<file path="config.mk">
export PLATFORM = sky130hd
export DESIGN_NAME = round_robin_core_scheduler
export DESIGN_NICKNAME = d
export VERILOG_FILES = /design/src/hw/rtl/rrcs_pkg.sv /design/src/hw/rtl/rrcs_ctrl.sv /design/src/hw/rtl/rrcs_dp.sv /design/src/hw/rtl/round_robin_core_scheduler.sv
export SDC_FILE = /design/constraint.sdc
export NUM_CORES = 1
export LEC_CHECK = 0
export BUFFER_PORTS_ARGS = -buffer_cell sky130_fd_sc_hd__buf_2
export CORE_ASPECT_RATIO = 0.7
export CORE_MARGIN = 1.5
export CORE_UTILIZATION = 60
export DETAILED_ROUTE_END_ITERATION = 7
export GPL_ROUTABILITY_DRIVEN = 0
export PLACE_DENSITY = 0.85
export SLEW_MARGIN = 15
export SYNTH_ARGS = -nofsm -noshare
export SYNTH_HDL_FRONTEND = slang
export SYNTH_SLANG_ARGS = --single-unit
</file>
<file path="constraint.sdc">
create_clock -name i_clk -period 5.5 [get_ports i_clk]
set_input_delay 0.275 -clock i_clk [delete_from_list [all_inputs] [get_ports i_clk]]
set_output_delay 0.275 -clock i_clk [all_outputs]
set_load 0.02 [all_outputs]
</file>
<file path="src/hw/rtl/rrcs_pkg.sv">
`timescale 1ns / 1ps

package rrcs_pkg;

    // default configuration of the top level
    localparam int DEF_NUM_CORES   = 4;
    localparam int DEF_QUEUE_DEPTH = 16;

    // fixed field widths
    localparam int TASK_W    = 8;
    localparam int QUANT_W   = 16;
    localparam int CFG_IDX_W = 1;
    localparam int CORE_OUT_W = 2;

    // register reset values
    localparam logic [QUANT_W-1:0] QUANTUM_LENGTH_RST    = 16'd10;
    localparam logic [QUANT_W-1:0] QUANTUM_DECREMENT_RST = 16'd1;

    // register indexes
    localparam logic [CFG_IDX_W-1:0] CFG_QUANTUM_LENGTH    = 1'b0;
    localparam logic [CFG_IDX_W-1:0] CFG_QUANTUM_DECREMENT = 1'b1;

    // input operation codes
    localparam logic FUNC_ADD  = 1'b0;
    localparam logic FUNC_TICK = 1'b1;

    // result codes
    localparam logic REPORT_ADD   = 1'b0;
    localparam logic REPORT_TICK  = 1'b1;
    localparam logic ADD_OK       = 1'b0;
    localparam logic ADD_DROPPED  = 1'b1;

    typedef struct packed {
        logic              func;
        logic [TASK_W-1:0] new_task_id;
    } t_in;

    typedef struct packed {
        logic                  report_kind;
        logic                  add_status;
        logic [CORE_OUT_W-1:0] core_index;
        logic                  switched;
        logic                  running_valid;
        logic [TASK_W-1:0]     running_task;
        logic                  preempted_valid;
        logic [TASK_W-1:0]     preempted_task;
        logic                  last_report;
    } t_out;

    // controller to datapath
    typedef struct packed {
        logic load;
        logic add_op;
        logic tick_op;
    } t_dp_cmd;

    // datapath to controller
    typedef struct packed {
        logic last_core;
    } t_dp_stat;

    typedef enum logic [1:0] {
        ST_IDLE,
        ST_ADD,
        ST_TICK
    } t_state;

endpackage

</file>
<file path="src/hw/rtl/rrcs_ctrl.sv">
`timescale 1ns / 1ps

module rrcs_ctrl (
    input  logic              i_clk,
    input  logic              i_rst_n,
    input  logic              i_start,
    input  logic              i_func,
    input  rrcs_pkg::t_dp_stat i_stat,
    output rrcs_pkg::t_dp_cmd  o_cmd,
    output logic              o_busy
);

    rrcs_pkg::t_state r_state;
    rrcs_pkg::t_state n_state;

    // state register
    always_ff @(posedge i_clk) begin
        if (!i_rst_n) begin
            r_state <= rrcs_pkg::ST_IDLE;
        end else begin
            r_state <= n_state;
        end
    end

    // next state
    always_comb begin
        n_state = r_state;
        unique case (r_state)
            rrcs_pkg::ST_IDLE: begin
                if (i_start) begin
                    n_state = (i_func == rrcs_pkg::FUNC_TICK) ? rrcs_pkg::ST_TICK
                                                              : rrcs_pkg::ST_ADD;
                end
            end
            rrcs_pkg::ST_ADD: begin
                n_state = rrcs_pkg::ST_IDLE;
            end
            rrcs_pkg::ST_TICK: begin
                if (i_stat.last_core) begin
                    n_state = rrcs_pkg::ST_IDLE;
                end
            end
            default: begin
                n_state = rrcs_pkg::ST_IDLE;
            end
        endcase
    end

    // commands
    always_comb begin
        o_cmd   = '0;
        o_busy  = 1'b1;
        unique case (r_state)
            rrcs_pkg::ST_IDLE: begin
                o_busy     = 1'b0;
                o_cmd.load = i_start;
            end
            rrcs_pkg::ST_ADD: begin
                o_cmd.add_op = 1'b1;
            end
            rrcs_pkg::ST_TICK: begin
                o_cmd.tick_op = 1'b1;
            end
            default: begin
                o_busy = 1'b1;
            end
        endcase
    end

    // a tick walks the cores and then releases the block
    a_tick_ends: assert property (@(posedge i_clk) disable iff (!i_rst_n)
        (r_state == rrcs_pkg::ST_TICK && i_stat.last_core) |=> !o_busy)
        else $error("tick walk did not end after the last core");

    a_add_one_cycle: assert property (@(posedge i_clk) disable iff (!i_rst_n)
        (r_state == rrcs_pkg::ST_ADD) |=> (r_state == rrcs_pkg::ST_IDLE))
        else $error("add did not finish in one cycle");

    a_no_dual_op: assert property (@(posedge i_clk) disable iff (!i_rst_n)
        !(o_cmd.add_op && o_cmd.tick_op) && !(o_cmd.load && o_busy))
        else $error("conflicting datapath commands");

endmodule

</file>
<file path="src/hw/rtl/rrcs_dp.sv">
`timescale 1ns / 1ps

module rrcs_dp #(
    parameter int NUM_CORES   = rrcs_pkg::DEF_NUM_CORES,
    parameter int QUEUE_DEPTH = rrcs_pkg::DEF_QUEUE_DEPTH
) (
    input  logic                          i_clk,
    input  logic                          i_rst_n,
    input  rrcs_pkg::t_in                 i_in,
    input  rrcs_pkg::t_dp_cmd             i_cmd,
    output rrcs_pkg::t_dp_stat            o_stat,
    input  logic                          i_cfg_valid,
    input  logic [rrcs_pkg::CFG_IDX_W-1:0] i_cfg_index,
    input  logic [rrcs_pkg::QUANT_W-1:0]  i_cfg_data,
    output logic                          o_res_valid,
    output rrcs_pkg::t_out                o_res
);

    localparam int PTR_W  = (QUEUE_DEPTH > 1) ? $clog2(QUEUE_DEPTH) : 1;
    localparam int CNT_W  = $clog2(QUEUE_DEPTH + 1);
    localparam int CORE_W = (NUM_CORES > 1) ? $clog2(NUM_CORES) : 1;

    localparam logic [PTR_W-1:0]  PTR_LAST  = PTR_W'(QUEUE_DEPTH - 1);
    localparam logic [CNT_W-1:0]  CNT_FULL  = CNT_W'(QUEUE_DEPTH);
    localparam logic [CORE_W-1:0] CORE_LAST = CORE_W'(NUM_CORES - 1);

    // configuration registers
    logic [rrcs_pkg::QUANT_W-1:0] r_qlen;
    logic [rrcs_pkg::QUANT_W-1:0] r_qdec;

    // ready queue
    logic [rrcs_pkg::TASK_W-1:0] r_mem [QUEUE_DEPTH];
    logic [rrcs_pkg::TASK_W-1:0] r_head_data;
    logic [PTR_W-1:0]            r_head, n_head;
    logic [PTR_W-1:0]            r_tail, n_tail;
    logic [CNT_W-1:0]            r_count, n_count;

    // per-core state
    logic [rrcs_pkg::TASK_W-1:0]  r_task  [NUM_CORES];
    logic [rrcs_pkg::QUANT_W-1:0] r_qleft [NUM_CORES];
    logic [NUM_CORES-1:0]         r_busy;
    logic [CORE_W-1:0]            r_core;

    // latched input word and result register
    rrcs_pkg::t_in  r_in;
    rrcs_pkg::t_out r_res, n_res;
    logic           r_res_valid, n_res_valid;

    // per-step decisions
    logic                         push, pop;
    logic [rrcs_pkg::TASK_W-1:0]  push_data;
    logic                         core_we;
    logic                         new_busy;
    logic [rrcs_pkg::TASK_W-1:0]  new_task;
    logic [rrcs_pkg::QUANT_W-1:0] new_qleft;
    logic                         cur_busy;
    logic [rrcs_pkg::TASK_W-1:0]  cur_task;
    logic [rrcs_pkg::QUANT_W-1:0] cur_qleft;
    logic                         q_nonempty;
    logic [31:0]                  core_wide;

    assign cur_busy   = r_busy[r_core];
    assign cur_task   = r_task[r_core];
    assign cur_qleft  = r_qleft[r_core];
    assign q_nonempty = (r_count != '0);
    assign core_wide  = 32'(r_core);

    assign o_stat.last_core = (r_core == CORE_LAST);
    assign o_res_valid      = r_res_valid;
    assign o_res            = r_res;

    // configuration writes
    always_ff @(posedge i_clk) begin
        if (!i_rst_n) begin
            r_qlen <= rrcs_pkg::QUANTUM_LENGTH_RST;
            r_qdec <= rrcs_pkg::QUANTUM_DECREMENT_RST;
        end else if (i_cfg_valid) begin
            unique case (i_cfg_index)
                rrcs_pkg::CFG_QUANTUM_LENGTH:    r_qlen <= i_cfg_data;
                rrcs_pkg::CFG_QUANTUM_DECREMENT: r_qdec <= i_cfg_data;
                default: ;
            endcase
        end
    end

    // add answer or one core's tick step
    always_comb begin
        push        = 1'b0;
        pop         = 1'b0;
        push_data   = cur_task;
        core_we     = 1'b0;
        new_busy    = cur_busy;
        new_task    = cur_task;
        new_qleft   = cur_qleft;
        n_res       = '0;
        n_res_valid = 1'b0;

        if (i_cmd.add_op) begin
            n_res_valid       = 1'b1;
            n_res.report_kind = rrcs_pkg::REPORT_ADD;
            n_res.last_report = 1'b1;
            if (r_count < CNT_FULL) begin
                push            = 1'b1;
                push_data       = r_in.new_task_id;
                n_res.add_status = rrcs_pkg::ADD_OK;
            end else begin
                n_res.add_status = rrcs_pkg::ADD_DROPPED;
            end
        end else if (i_cmd.tick_op) begin
            core_we = 1'b1;
            if (cur_busy) begin
                if (r_qdec >= cur_qleft) begin
                    // quantum ran out: rotate with the queue head if any
                    if (q_nonempty) begin
                        pop                   = 1'b1;
                        push                  = 1'b1;
                        push_data             = cur_task;
                        new_task              = r_head_data;
                        n_res.switched        = 1'b1;
                        n_res.preempted_valid = 1'b1;
                        n_res.preempted_task  = cur_task;
                    end
                    new_qleft = r_qlen;
                end else begin
                    new_qleft = cur_qleft - r_qdec;
                end
            end else if (q_nonempty) begin
                // idle core picks up the head
                pop            = 1'b1;
                new_busy       = 1'b1;
                new_task       = r_head_data;
                new_qleft      = r_qlen;
                n_res.switched = 1'b1;
            end
            n_res_valid         = 1'b1;
            n_res.report_kind   = rrcs_pkg::REPORT_TICK;
            n_res.add_status    = rrcs_pkg::ADD_OK;
            n_res.core_index    = core_wide[rrcs_pkg::CORE_OUT_W-1:0];
            n_res.running_valid = new_busy;
            n_res.running_task  = new_busy ? new_task : '0;
            n_res.last_report   = (r_core == CORE_LAST);
        end
    end

    // queue pointers
    always_comb begin
        n_head  = r_head;
        n_tail  = r_tail;
        if (pop) begin
            n_head = (r_head == PTR_LAST) ? '0 : r_head + 1'b1;
        end
        if (push) begin
            n_tail = (r_tail == PTR_LAST) ? '0 : r_tail + 1'b1;
        end
        n_count = r_count + CNT_W'(push) - CNT_W'(pop);
    end

    always_ff @(posedge i_clk) begin
        if (!i_rst_n) begin
            r_head  <= '0;
            r_tail  <= '0;
            r_count <= '0;
        end else begin
            r_head  <= n_head;
            r_tail  <= n_tail;
            r_count <= n_count;
        end
    end

    // queue memory, head word prefetched with write-through
    always_ff @(posedge i_clk) begin
        if (push) begin
            r_mem[r_tail] <= push_data;
        end
        if (push && (r_tail == n_head)) begin
            r_head_data <= push_data;
        end else begin
            r_head_data <= r_mem[n_head];
        end
    end

    // core control state
    always_ff @(posedge i_clk) begin
        if (!i_rst_n) begin
            r_busy <= '0;
            r_core <= '0;
            for (int i = 0; i < NUM_CORES; i++) begin
                r_qleft[i] <= '0;
            end
        end else begin
            if (core_we) begin
                r_busy[r_core]  <= new_busy;
                r_qleft[r_core] <= new_qleft;
            end
            if (i_cmd.load) begin
                r_core <= '0;
            end else if (i_cmd.tick_op) begin
                r_core <= (r_core == CORE_LAST) ? '0 : r_core + 1'b1;
            end
        end
    end

    // core task ids and input word
    always_ff @(posedge i_clk) begin
        if (core_we) begin
            r_task[r_core] <= new_task;
        end
        if (i_cmd.load) begin
            r_in <= i_in;
        end
    end

    // result word
    always_ff @(posedge i_clk) begin
        if (!i_rst_n) begin
            r_res_valid <= 1'b0;
        end else begin
            r_res_valid <= n_res_valid;
        end
        r_res <= n_res;
    end

    a_count_bound: assert property (@(posedge i_clk) disable iff (!i_rst_n)
        r_count <= CNT_FULL)
        else $error("queue count beyond depth");

    a_tick_no_growth: assert property (@(posedge i_clk) disable iff (!i_rst_n)
        i_cmd.tick_op |=> (r_count <= $past(r_count)))
        else $error("queue grew during a tick");

    a_last_word: assert property (@(posedge i_clk) disable iff (!i_rst_n)
        (i_cmd.tick_op && o_stat.last_core) |=> (r_res_valid && r_res.last_report))
        else $error("last core word not marked");

    a_core_range: assert property (@(posedge i_clk) disable iff (!i_rst_n)
        r_core <= CORE_LAST)
        else $error("core counter out of range");

endmodule

</file>
<file path="src/hw/rtl/round_robin_core_scheduler.sv">
`timescale 1ns / 1ps

// Round-robin time-slice scheduler. A command is taken when i_start is high and
// o_busy is low. An add command (func 0) enqueues new_task_id and gives one
// result word, registered from the ST_ADD state, with add_status set if the
// queue was full; the block is busy while in ST_ADD. A tick command (func 1)
// walks the cores one per cycle and gives one word per core, core 0 first, the
// last word marked by last_report; it keeps the block busy in ST_TICK until the
// last core is done, since the cores share a single core update path and the
// ready queue has one read port. Results appear on o_res for exactly one
// cycle with o_res_valid high and cannot be held off, so the receiver must take
// every word as it comes. The configuration port always accepts and must only
// be written while the block is idle.
module round_robin_core_scheduler #(
    parameter int NUM_CORES   = rrcs_pkg::DEF_NUM_CORES,
    parameter int QUEUE_DEPTH = rrcs_pkg::DEF_QUEUE_DEPTH
) (
    input  logic                           i_clk,
    input  logic                           i_rst_n,
    input  logic                           i_start,
    output logic                           o_busy,
    input  rrcs_pkg::t_in                  i_in,
    output logic                           o_res_valid,
    output rrcs_pkg::t_out                 o_res,
    input  logic                           i_cfg_valid,
    output logic                           o_cfg_ready,
    input  logic [rrcs_pkg::CFG_IDX_W-1:0] i_cfg_index,
    input  logic [rrcs_pkg::QUANT_W-1:0]   i_cfg_data
);

    rrcs_pkg::t_dp_cmd  cmd;
    rrcs_pkg::t_dp_stat stat;

    assign o_cfg_ready = 1'b1;

    // sequencer
    rrcs_ctrl u_ctrl (
        .i_clk   (i_clk),
        .i_rst_n (i_rst_n),
        .i_start (i_start),
        .i_func  (i_in.func),
        .i_stat  (stat),
        .o_cmd   (cmd),
        .o_busy  (o_busy)
    );

    // queue, core state and result register
    rrcs_dp #(
        .NUM_CORES   (NUM_CORES),
        .QUEUE_DEPTH (QUEUE_DEPTH)
    ) u_dp (
        .i_clk       (i_clk),
        .i_rst_n     (i_rst_n),
        .i_in        (i_in),
        .i_cmd       (cmd),
        .o_stat      (stat),
        .i_cfg_valid (i_cfg_valid),
        .i_cfg_index (i_cfg_index),
        .i_cfg_data  (i_cfg_data),
        .o_res_valid (o_res_valid),
        .o_res       (o_res)
    );

endmodule
</file>
After elaboration in Yosys (flattened, before gate mapping)
Memories as Yosys holds them, arrays and structs flattened. A register that Yosys moved wholly into a read port is not among the register bits.
Index checks and enable logic that the tools add are counted.
W data, S select, Z words.
{"block": "classes", "n_eq_ne": 7, "n_lt_le_gt_ge": 4, "add_sub_neg": 6, "n_mux": 67, "n_bitwise": 7, "reduce_logical": 12}
{"op": "$mux W16", "n": 6}
{"op": "$mux W8", "n": 8}
{"op": "$mux W1", "n": 33}
{"op": "$mux W9", "n": 3}
{"op": "$mux W24", "n": 1}
{"op": "$mux W2", "n": 9}
{"op": "$ge A16 B16 Y1", "n": 1}
{"op": "$reduce_or A16 Y1", "n": 1}
{"op": "$sub A16 B16 Y16", "n": 1}
{"op": "$mux W4", "n": 3}
{"op": "$add A4 B1 Y4 const B", "n": 2}
{"op": "$eq A4 B4 Y1 const B", "n": 2}
{"op": "$not A1 Y1", "n": 7}
{"op": "$reduce_and A2 Y1", "n": 3}
{"op": "$add A5 B1 Y5", "n": 1}
{"op": "$lt A5 B5 Y1 const B", "n": 1}
{"op": "$reduce_bool A5 Y1", "n": 1}
{"op": "$reduce_or A5 Y1", "n": 1}
{"op": "$sub A5 B1 Y5", "n": 1}
{"op": "$bwmux W4", "n": 1}
{"op": "$eq A2 B2 Y1 const B", "n": 2}
{"op": "$ne A2 B2 Y1 const B", "n": 2}
{"op": "$pmux W2 S2", "n": 1}
{"op": "$reduce_or A2 Y1", "n": 2}
{"op": "10 further kinds", "n": 10}
{"block": "word_totals", "wordCells": 125, "mem_bits_rw": 224, "inputBits": 30, "regBits": 86, "output_inout_bits": 27, "mem_count": 3}
{"memory": "u_dp.r_mem", "depth": 16, "width": 8, "read_ports": 1, "rd_clocked_by_memory_dff": 1, "wr": 1, "line_no": "rrcs_dp.sv:32", "source": "logic [rrcs_pkg::TASK_W-1:0] r_mem [QUEUE_DEPTH];"}
{"memory": "u_dp.r_qleft", "depth": 4, "width": 16, "read_ports": 1, "rd_clocked_by_memory_dff": 1, "wr": 4, "line_no": "rrcs_dp.sv:40", "source": "logic [rrcs_pkg::QUANT_W-1:0] r_qleft [NUM_CORES];"}
{"memory": "u_dp.r_task", "depth": 4, "width": 8, "read_ports": 1, "rd_clocked_by_memory_dff": 1, "wr": 1, "line_no": "rrcs_dp.sv:39", "source": "logic [rrcs_pkg::TASK_W-1:0] r_task [NUM_CORES];"}

Logic depth before layout (Yosys ltp)
Gate-level depths: netlist of the first run.
{"block": "depth", "ltp_word": 9, "mapped_depth": 22, "depth_no_buf": 20}

Modules after synthesis
Synthesis of the first run repeated with hierarchy kept, for this count alone.
{"block": "hier_totals", "cells_unflattened": 1034, "area_unflattened_um2": 13959.6}
{"module": "rrcs_dp", "cells_per_inst": 1021, "area_each_um2": 13840.8, "seq_area_each_um2": 8608.3, "n_inst": 1}
{"module": "rrcs_ctrl", "cells_per_inst": 11, "area_each_um2": 107.6, "seq_area_each_um2": 40.0, "n_inst": 1}
{"module": "round_robin_core_scheduler", "cells_per_inst": 2, "area_each_um2": 11.3, "seq_area_each_um2": 0.0, "n_inst": 1}

Worst setup path after synthesis of the first run
No wires, ideal clock.
{"block": "synth_timing", "path_kind": "register to register", "start": "register (tool-made name)", "end": "register u_dp.r_count[4]", "required_time_ns": 5.430, "arrival_ns": 4.898, "path_buffers": 5, "stages_incl_launch_ff": 23, "slack_ns": 0.532, "synth_period_minus_slack_ns": 4.968, "setup_ns": 0.070, "cell_sequence": "dfxtp_1 -> buf_2 -> buf_2 -> buf_2 -> mux4_2 -> ha_1 -> buf_2 -> nand4_1 -> a21oi_1 -> o21ai_0 -> a22oi_1 -> clkbuf_1 -> inv_1 -> ha_1 -> inv_1 -> ha_1 -> inv_1 -> fa_1 -> inv_1 -> a21oi_1 -> nor2_1 -> or3_1 -> a21oi_1"}
{"element": "end signal: assignment", "line_no": "rrcs_dp.sv:166", "source": "r_count <= n_count;"}
{"element": "end: declaration", "line_no": "rrcs_dp.sv:36", "source": "logic [CNT_W-1:0] r_count, n_count;"}

==> metrics.txt, run 1 <==
status=completed; Worst Tran Pin Value=1.18 ns; crit path kind=reg -> reg; switching share of power=0.267; row count=47; post-synth top area share=0.484; via count=9,994; synthesized flop and latch total=316; Max-slew headroom=0.209; RR Endpoint=u_dp.r_count[4]; first-pass GRT wire length=55.5 mm; Syn. warnings=0; GRT Overall Usage=0.295; nets=1,261; Leak=5.85 nW; Clk pwr share=0.379; TritonCTS clock tree=done; final worst slack=0.477 ns; critical-path maximum fanout=10; worst slack at placement=0.628 ns; clock insertion delay at the later pin of the skew report=0.56 ns; Critical Path End=u_dp.r_count[4]; TNS Setup=0 ns; Congestion Overflow GR=0; area of the multi-input gates=5320 um^2; type of the most critical hold path=in -> reg; # H-tree levels=1; Comb pwr share=0.182; I/O pin cnt=57; Mean Syn Cell Area=12.8 um^2; vias in the first global route=9,574; maxcap violations=0; Routed wire per std cell=24.0 um; clock transition at the registers of the reported paths=0.07 ns; Horiz. Die Dim=188 um; register share of total power=0.438; core area=23,600 um^2; Iter 0 DRT Violations=1,437; Core Util, Final=0.692; FMAX=199 MHz; CP Capture Type=flop; Layout area overhead=13.3%; maximum vdd ir drop=0.000259 V; Layout fillers=1,532; internal power=4.54 mW; Initial Utilization=0.611; unrepaired setup endpoints after global routing=false; placed inst area=14,900 um^2; area of the die=24,900 um^2; Reg area=8650 um^2; IO buf count=55; Mapped Area=14,400 um^2; layout cell share with drive strength beyond 1=0.180; initial antenna violation count=2; post-synth cell types=79; CTS root buf=clkbuf_16; DRC errors left=0; hold_ws=0.0467 ns; final std cells w/o fill=1,539; Worst Skew=0.0259 ns; WP data required=5.97 ns; Post-synth top cells=edfxtp_1 (232), nand2_1 (148), dfxtp_1 (84); CTS sink count=316; total length of routed wires=36.9 mm; min Tclk post-route=5.02 ns; Post-Syn Nets=1,193; Final Cycle Share=0.913; DP Wirelength=24.6 mm; async set-reset flop share out of synthesis=0; CTS buffer count=30; Die Span Y=133 um; Psw=1.66 mW; sequential share of the synthesized area=0.601; main flop type after synthesis=edfxtp_1; largest net degree at the start of global routing=44; Slew Limit Fails=0; top cells by area, synth=edfxtp_1 (48%), dfxtp_1 (12%), mux4_2 (8.9%), nand2_1 (3.9%), ha_1 (3.0%); # setup viols final=0; largest area contributor in the netlist=edfxtp_1; Post-synth EDFFs=232; Post-Synthesis Cells=1,127; Pwr Total=6.20 mW; arrival time worst endpoint=5.49 ns; r2r setup slk=0.48 ns; most common cell in the netlist=edfxtp_1; router iterations before antenna repair=6; Startpoint Class=flop; clk buf depth=3; Post-Place Cells=1,457; final hold violations=0; via/cell ratio=6.49; design area=16,300 um^2; Power Dens Cells=380 nW/um^2; Reg2Reg Depth=18; antenna-violating nets left=0
## sequential cells by signal, summed over array words and instances (netlist names), named ones only
name	count
u_dp.r_task	32
u_dp.r_mem	128
u_dp.o_res	24
u_dp.r_busy	4
u_dp.r_head	4
u_dp.r_in	8
u_dp.r_qlen	16
u_dp.r_count	5
u_dp.r_qdec	16
u_dp.r_core	2
u_ctrl.r_state	2
u_dp.r_qleft	64
u_dp.r_tail	4
u_dp.o_res_valid	1
## worst max-delay path: stages (launching register included)
cell	delay, ns
dfxtp_1	0.77
buf_4	0.35
mux4_2	0.57
ha_1	0.41
nand3_1	0.20
a21oi_1	0.35
o21ai_0	0.28
a22oi_1	0.31
inv_1	0.08
ha_1	0.29
inv_1	0.05
ha_1	0.22
inv_1	0.09
fa_1	0.21
inv_1	0.05
a21oi_1	0.13
nor2_1	0.06
or3_1	0.35
a21oi_1	0.14
## power groups by stage
stage	registers, mW	logic (mW)	clock network [mW]
after floorplan	2.76	0.768	0
after global placement	2.76	1.04	0
after detailed placement	2.77	1.06	0
after CTS	2.72	1.09	2.35
after global routing	2.72	1.20	2.45
final	2.72	1.13	2.35
## layout by cell type (no fill, tap or decap), types with 11 or more instances in the layout
cell / synthesis / layout
a21o_1: 16 / 16
a21oi_1: 71 / 71
and2_1: 32 / 32
and3_1: 17 / 17
buf_2: 14 / 55
buf_4: 2 / 16
clkbuf_16: 0 / 31
dfxtp_1: 84 / 83
dlygate4sd3_1: 0 / 24
edfxtp_1: 232 / 232
ha_1: 34 / 34
inv_1: 41 / 41
mux2_2: 18 / 18
mux2i_1: 21 / 21
mux4_2: 57 / 57
nand2_1: 148 / 148
nand3_1: 11 / 11
nor2_1: 83 / 83
nor3_1: 17 / 17
o21ai_0: 28 / 28
## cell families (layout without fill, tap and decap cells)
kind of cell | after synthesis | after routing | synth area share
AND/OR/NAND/NOR | 351 | 351 | 0.112
other | 1 | 3 | 0.000260
flip-flops | 316 | 316 | 0.601
buffers and inverters | 103 | 195 | 0.0297
AO/OA/AOI/OAI | 215 | 215 | 0.102
multiplexers | 96 | 96 | 0.118
XOR/XNOR | 9 | 9 | 0.00547
adder cells (fa/ha/maj) | 36 | 36 | 0.0323
## repair_timing
| action | in CTS | in global routing |
|---|---|---|
| hold buffers | 24 | 0 |
| buffers inserted | 0 | 0 |
| gates resized for setup | 0 | 0 |
| endpoints found under the hold margin | 36 | 0 |
## area by class of cell
type	count	area share
flip-flops and latches	316	0.530
multi-input cells	708	0.326
clock buffers	33	0.0480
repair buffers	95	0.0390
well taps	318	0.0244
clock inverters	23	0.0215
inverters	44	0.0101
diodes	2	0.000307
## how the worst min path moves through the flow
stage	start	end	slack, ns	depth (start not counted)
6_report	i_in[8]	u_ctrl.r_state[1]	0.05	3
5_1_grt	i_in[8]	u_ctrl.r_state[1]	0.03	3
4_1_cts	i_in[8]	u_ctrl.r_state[1]	0.03	3
3_5_place_dp	u_dp.r_qdec[8]	u_dp.r_qdec[8]	0.45	2
3_3_place_gp	u_dp.r_qdec[8]	u_dp.r_qdec[8]	0.44	2
2_1_floorplan	i_in[0]	u_dp.r_in[0]	0.37	0
## per-layer routing
layer / track usage / vias to the layer above / part of all wire
li1: - / 4361 / -
met1: 0.436 / 4817 / 0.41
met2: 0.408 / 732 / 0.42
met3: 0.124 / 84 / 0.16
met4: 0.0649 / 0 / 0.020
met5: 0 / - / 0
(Power assumes the default switching activity.)
==> run 2, diff against run 1 <==
- ABC_AREA: not set -> 1
- CORE_UTILIZATION: 60 -> 61
- PLACE_DENSITY: 0.85 -> 0.86
==> run 2 against run 1 <==
Sequential share of layout area rose by 0.43 points. Utilization rose by 1.5 points. Clock power fell by 11%. Clock-buffer cell count rose by 4. Wire length rose by 1.6%. Global-route usage rose by 0.65 points. Maximum frequency rose by 7.3%. Largest cell class unchanged. Largest power group unchanged.
==> metrics.txt, run 2 <==
status=completed; largest net degree at the start of global routing=65 (+48%); crit-path max cell delay=0.47 ns (-0.30 ns); Post-synth EDFFs=232 (unchanged); Mean Syn Cell Area=9.56 um^2 (-25%); Pwr Total=5.93 mW (-4.4%); antenna-violating nets left=0 (unchanged); Post-Synthesis Cells=1,510 (+34%); DP Wirelength=25.0 mm (+1.5%); Routed wire per std cell=19.7 um (-18%); final std cells w/o fill=1,906 (+24%); # H-tree levels=1 (unchanged); CTS buffer count=29 (-3.3%); Slowest-stage cell, CP=fa_1; via/cell ratio=6.05 (-6.9%); via count=11,522 (+15%); Horiz. Die Dim=187 um (-0.70%); Max-slew headroom=0.277 (+0.0679); Mapped Area=14,400 um^2 (+0.23%); CTS sink count=316 (unchanged); GRT Overall Usage=0.302 (+0.00646); async set-reset flop share out of synthesis=0 (unchanged); post-synth top area share=0.483 (-0.00113); Initial Utilization=0.630 (+0.0194); min Tclk post-route=4.68 ns (-0.342 ns); Post-synth top cells=nand2_1 (278), edfxtp_1 (232), nor2_1 (228); Leak=6.52 nW (+11%); Final Cycle Share=0.851 (-0.0621); initial antenna violation count=0 (-2); TNS Setup=0 ns (unchanged); maxcap violations=0 (unchanged); Biggest register=u_dp.r_mem; Worst Tran Pin Value=1.08 ns (-0.0990 ns); most frequent cells in the layout=nand2_1 (278), edfxtp_1 (232), nor2_1 (228); router iterations before antenna repair=6 (unchanged); Largest register FFs=128 (unchanged); Reg2Reg Depth=25 (+7); crit path kind=reg -> reg; unrepaired setup endpoints after global routing=false; Die Span Y=132 um (-0.69%); # setup viols final=0 (unchanged); DRC errors left=0 (unchanged); WP data required=5.92 ns (-0.05 ns); vias in the first global route=10,570 (+10%); final hold violations=0 (unchanged); Hold Startpoint=i_cfg_data[8]; area of the die=24,600 um^2 (-1.4%); clock transition at the registers of the reported paths=0.06 ns (about the same); Power Dens Cells=366 nW/um^2 (-3.6%); most common cell in the netlist=nand2_1; main flop type after synthesis=edfxtp_1; Worst Skew=0.0203 ns (-0.00557 ns); Min-Delay Path Depth=3 (unchanged); Startpoint Class=flop; I/O pin cnt=57 (unchanged); number of diodes=0 (-2); RR Endpoint=u_dp.r_count[4]; biggest regs=u_dp.r_mem: 128 flops, u_dp.r_qleft: 64 flops, u_dp.r_task: 32 flops; layout cell share with drive strength beyond 1=0.102 (-0.0782); clk buf depth=3 (unchanged); synthesized flop and latch total=316 (unchanged); core area=22,900 um^2 (-2.9%); total length of routed wires=37.5 mm (+1.6%); Syn. warnings=0 (unchanged); r2r setup slk=0.82 ns (+0.34 ns); type of the most critical hold path=in -> reg; clock insertion delay at the later pin of the skew report=0.57 ns (about the same); Hold Path End=u_dp.r_qlen[8]; Layout area overhead=12.1%; hold_ws=0.0150 ns (-0.0317 ns); most common cell after layout, fill and taps aside=nand2_1; nets=1,638 (+30%); IO buf count=55 (unchanged); top cells by area, synth=edfxtp_1 (48%), dfxtp_1 (12%), nand2_1 (7.2%), nor2_1 (5.9%), o21ai_0 (5.0%); Congestion Overflow GR=0 (unchanged); Post-Place Cells=1,830 (+26%); CP Capture Type=flop; Slew Limit Fails=0 (unchanged); maximum vdd ir drop=0.000298 V (+15%); TritonCTS clock tree=done; CTS resizes=0 (unchanged); post-synth cell types=41 (-48%); critical-path maximum fanout=15 (+5); sequential share of the synthesized area=0.599 (-0.00141); largest area contributor in the netlist=edfxtp_1; arrival time worst endpoint=5.10 ns (-0.39 ns); CTS root buf=clkbuf_16; FMAX=214 MHz (+7.3%); Iter 0 DRT Violations=1,980 (+38%); Post-Syn Nets=1,576 (+32%); row count=46 (-2.1%); first-pass GRT wire length=57.7 mm (+4.1%); Post-CTS Setup Inserts=0 (unchanged)
==> run 2: metrics by stage <==
stage	instance area (um^2)	setup slack, ns	utilization
finish	16200	0.819	0.706
global route	16200	0.568	0.706
CTS	16200	0.933	0.706
detailed placement	15000	0.979	0.653
global placement	15000	1.18	0.653
floorplan	14400	1.67	-
==> run 2: report_power, final <==
group | internal [mW] | total (mW) | switching, mW | leakage (nW)
Combinational | 0.326 | 1.12 | 0.799 | 3.18
Clock | 1.20 | 2.09 | 0.888 | 0.474
Sequential | 2.67 | 2.71 | 0.0419 | 2.87
==> run 2: kinds of logic (layout without fill, tap and decap cells) <==
group | Yosys count | count (layout) | share of synthesized area
AO/OA/AOI/OAI | 270 | 270 | 0.104
buffers and inverters | 207 | 291 | 0.0567
AND/OR/NAND/NOR | 669 | 669 | 0.201
XOR/XNOR | 11 | 11 | 0.00668
flip-flops | 316 | 316 | 0.599
other | 1 | 1 | 0.000260
adder cells (fa/ha/maj) | 36 | 36 | 0.0323
==> run 2: worst max path at each step <==
stage | start | to | slack, ns | depth (start not counted)
after floorplan | flop | u_dp.r_count[4] | 1.67 | 25
after global placement | flop | u_dp.r_count[4] | 1.18 | 24
after global routing | flop | u_dp.r_count[4] | 0.57 | 25
after CTS | flop | u_dp.r_count[4] | 0.93 | 25
final | flop | u_dp.r_count[4] | 0.82 | 25
after detailed placement | flop | u_dp.r_count[4] | 0.98 | 24
==> run 2: cell type report <==
type | count | area, um^2
Clock inverter | 16 | 200
Multi-Input combinational cell | 987 | 4960
Sequential cell | 316 | 8650
Inverter | 139 | 522
Fill cell | 1581 | 6730
Tap cell | 312 | 390
Timing Repair Buffer | 99 | 663
Clock buffer | 37 | 786
==> run 2: critical path: cells and delay by family, from the launching register on <==
| kind | cells | cell delay [ns] |
|---|---|---|
| fa+ha+maj | 5 | 1.50 |
| simple gates | 10 | 1.17 |
| buf+inv | 6 | 0.89 |
| compound gates | 4 | 0.61 |
| flops | 1 | 0.33 |
==> run 2: metal layers <==
metal | global-route usage | vias up | wire, um
met5 | 0 | - | 0
met4 | 0.101 | 0 | 1210
met3 | 0.0767 | 96 | 5170
met2 | 0.423 | 818 | 15500
met1 | 0.456 | 5364 | 15600
li1 | - | 5244 | -
==> run 2: what timing repair did <==
action                                  4_1_cts  5_1_grt
hold endpoints to repair                     24        0
hold buffers                                 23        0
endpoints found under the setup margin        0        0
==> run 3, diff against run 2 <==
- CORE_MARGIN: 1.5 -> 3
- HOLD_SLACK_MARGIN: not set -> 0.1
==> run 3 against run 2 <==
Worst setup slack got worse by 0.12 ns. Power decreased by 2.5%. Clock-buffer cell count increased by 3. Clock skew decreased by 0.012 ns. Highest routed layer is now met5. Sequential share of layout area increased by 0.13 points. Clock power decreased by 6%. Critical endpoint unchanged. Combinational power about the same. Largest power group unchanged. Critical path depth increased by 1. Global-route usage decreased by 0.47 points. Utilization decreased by 0.35 points. Critical path type unchanged.
==> metrics.txt, run 3 (same netlist as run 2, synthesis figures left out) <==
status=completed; CTS root buf=clkbuf_16; final hold violations=0 (unchanged); CTS buffer count=29 (unchanged); unrepaired setup endpoints after global routing=false; antenna-violating nets left=0 (unchanged); layout cell share with drive strength beyond 1=0.0982 (-0.00401); CTS sink count=316 (unchanged); Hold Startpoint=i_start; Layout fillers=1,529 (-3.3%); WP data required=5.93 ns (about the same); maxcap violations=0 (unchanged); I/O pin cnt=57 (unchanged); DP Wirelength=25.8 mm (+3.1%); CP delay by family, top=simple AND/OR/NAND/NOR gates; Slowest-stage cell, CP=fa_1; TNS Setup=0 ns (unchanged); core area=23,000 um^2 (+0.25%); Hold Path End=u_dp.r_core[1]; clk buf depth=3 (unchanged); r2r setup slk=0.70 ns (-0.12 ns); Routed wire per std cell=19.9 um (+1.4%); crit path kind=reg -> reg; total length of routed wires=38.1 mm (+1.6%); largest net degree at the start of global routing=65 (unchanged); Post-CTS Setup Inserts=0 (unchanged); Largest register FFs=128 (unchanged); Startpoint Class=flop; IO buf count=55 (unchanged); maximum vdd ir drop=0.000284 V (-4.7%); crit-path max cell delay=0.43 ns (-0.04 ns); nets=1,641 (+0.18%); vias in the first global route=10,649 (+0.75%); Final Cycle Share=0.872 (+0.0210); critical-path maximum fanout=17 (+2); row count=46 (unchanged); Worst Skew=0.00853 ns (-0.0118 ns); Top cell by count, worst path=nand2_1; Layout area overhead=11.8%; number of diodes=0 (unchanged); Reg2Reg Depth=26 (+4.0%); CTS Hold Buffers Added=27 (+17%); worst slack at placement=0.876 ns (-0.103 ns); Die Span Y=135 um (+2.3%); GRT Overall Usage=0.297 (-0.00465); clock insertion delay at the later pin of the skew report=0.55 ns (-0.02 ns); most common cell after layout, fill and taps aside=nand2_1; # setup viols final=0 (unchanged); RR Endpoint=u_dp.r_count[4]; Leak=6.51 nW (-0.18%); type of the most critical hold path=in -> reg; Horiz. Die Dim=190 um (+1.6%); final std cells w/o fill=1,910 (+0.21%); via/cell ratio=6.07 (+0.47%); Max-slew headroom=0.316 (+0.0389); DRC errors left=0 (unchanged); # H-tree levels=1 (unchanged); Initial Utilization=0.628 (-0.00158); biggest regs=u_dp.r_mem: 128 flops, u_dp.r_qleft: 64 flops, u_dp.r_task: 32 flops; CP Capture Type=flop; met3 Usage GRT=0.0859 (+0.00923); final worst slack=0.704 ns (-0.116 ns); Post-Place Cells=1,829 (-0.055%); Power Dens Cells=358 nW/um^2 (-2.3%); Iter 0 DRT Violations=1,930 (-2.5%); Biggest register=u_dp.r_mem; arrival time worst endpoint=5.22 ns (+0.12 ns); global route hottest layer=met1; min Tclk post-route=4.80 ns (+0.116 ns); Min-Delay Path Depth=4 (+1); met2 Track Usage GR=0.422 (-0.00154); met1 Usage GRT=0.454 (-0.00200); most frequent cells in the layout=nand2_1 (278), edfxtp_1 (232), nor2_1 (228); clock transition at the registers of the reported paths=0.07 ns (about the same); TritonCTS clock tree=done; initial antenna violation count=1 (+1); CTS resizes=0 (unchanged); via count=11,601 (+0.69%); router iterations before antenna repair=6 (unchanged); CP Buf/Inv Count=7 (+1); area of the die=25,600 um^2 (+3.9%); first-pass GRT wire length=59.0 mm (+2.1%); Slew Limit Fails=0 (unchanged); Congestion Overflow GR=0 (unchanged); FMAX=208 MHz (-2.4%); Worst Tran Pin Value=1.03 ns (-0.0583 ns)
[run 3: cell types whose count changed in the layout (fill, tap and decap cells not counted)]
cell / previous run / this run
buf_4: 21 / 20
bufinv_16: 4 / 2
clkbuf_1: 5 / 8
clkinv_1: 5 / 8
clkinv_2: 5 / 6
clkinvlp_2: 1 / 0
clkinvlp_4: 3 / 0
dlygate4sd3_1: 23 / 27
inv_16: 1 / 0
inv_6: 0 / 1
o21ai_0: 142 / 143
o21ai_1: 5 / 4
[run 3: per-layer routing]
metal	wire, um	part of all wire
met1	15200	0.40
met2	15900	0.42
met3	5960	0.16
met4	1040	0.027
met5	10	0.00026
[run 3: through the flow]
| stage | hold WS, ns | area [um^2] | utilization | power [mW] |
|---|---|---|---|---|
| 2_1_floorplan | 0.374 | 14400 | - | 3.53 |
| 3_3_place_gp | 0.452 | 15000 | 0.651 | 3.76 |
| 3_5_place_dp | 0.454 | 15000 | 0.651 | 3.80 |
| 4_1_cts | 0.111 | 16100 | 0.703 | 5.73 |
| 5_1_grt | 0.155 | 16100 | 0.703 | 5.99 |
| 6_report | 0.140 | 16100 | 0.703 | 5.78 |
[run 3: worst max-delay path by stage]
stage               cells past startpoint              end  slack, ns
finish                                 26  u_dp.r_count[4]       0.70
global route                           26  u_dp.r_count[4]       0.40
CTS                                    26  u_dp.r_count[4]       0.83
detailed placement                     26  u_dp.r_count[4]       0.88
global placement                       26  u_dp.r_count[4]       1.06
floorplan                              25  u_dp.r_count[4]       1.67
[run 3: worst min-delay path, stage by stage]
cell and delay (ns):
buf_2 0.12, nand2_1 0.07, nand2_1 0.10, a21oi_1 0.07
[run 3: area by class of cell]
cell class,count,area (um^2),share of cell area
Clock buffer,40,797,0.0494
Clock inverter,14,118,0.00729
Inverter,139,522,0.0323
Multi-Input combinational cell,987,4960,0.308
Sequential cell,316,8650,0.536
Tap cell,312,390,0.0242
Timing Repair Buffer,102,696,0.0431
[run 3: power by group]
part / switching [mW] / internal, mW / total (mW)
Sequential: 0.0431 / 2.67 / 2.71
Combinational: 0.780 / 0.327 / 1.11
Clock: 0.853 / 1.10 / 1.96
Total: 1.68 / 4.10 / 5.78
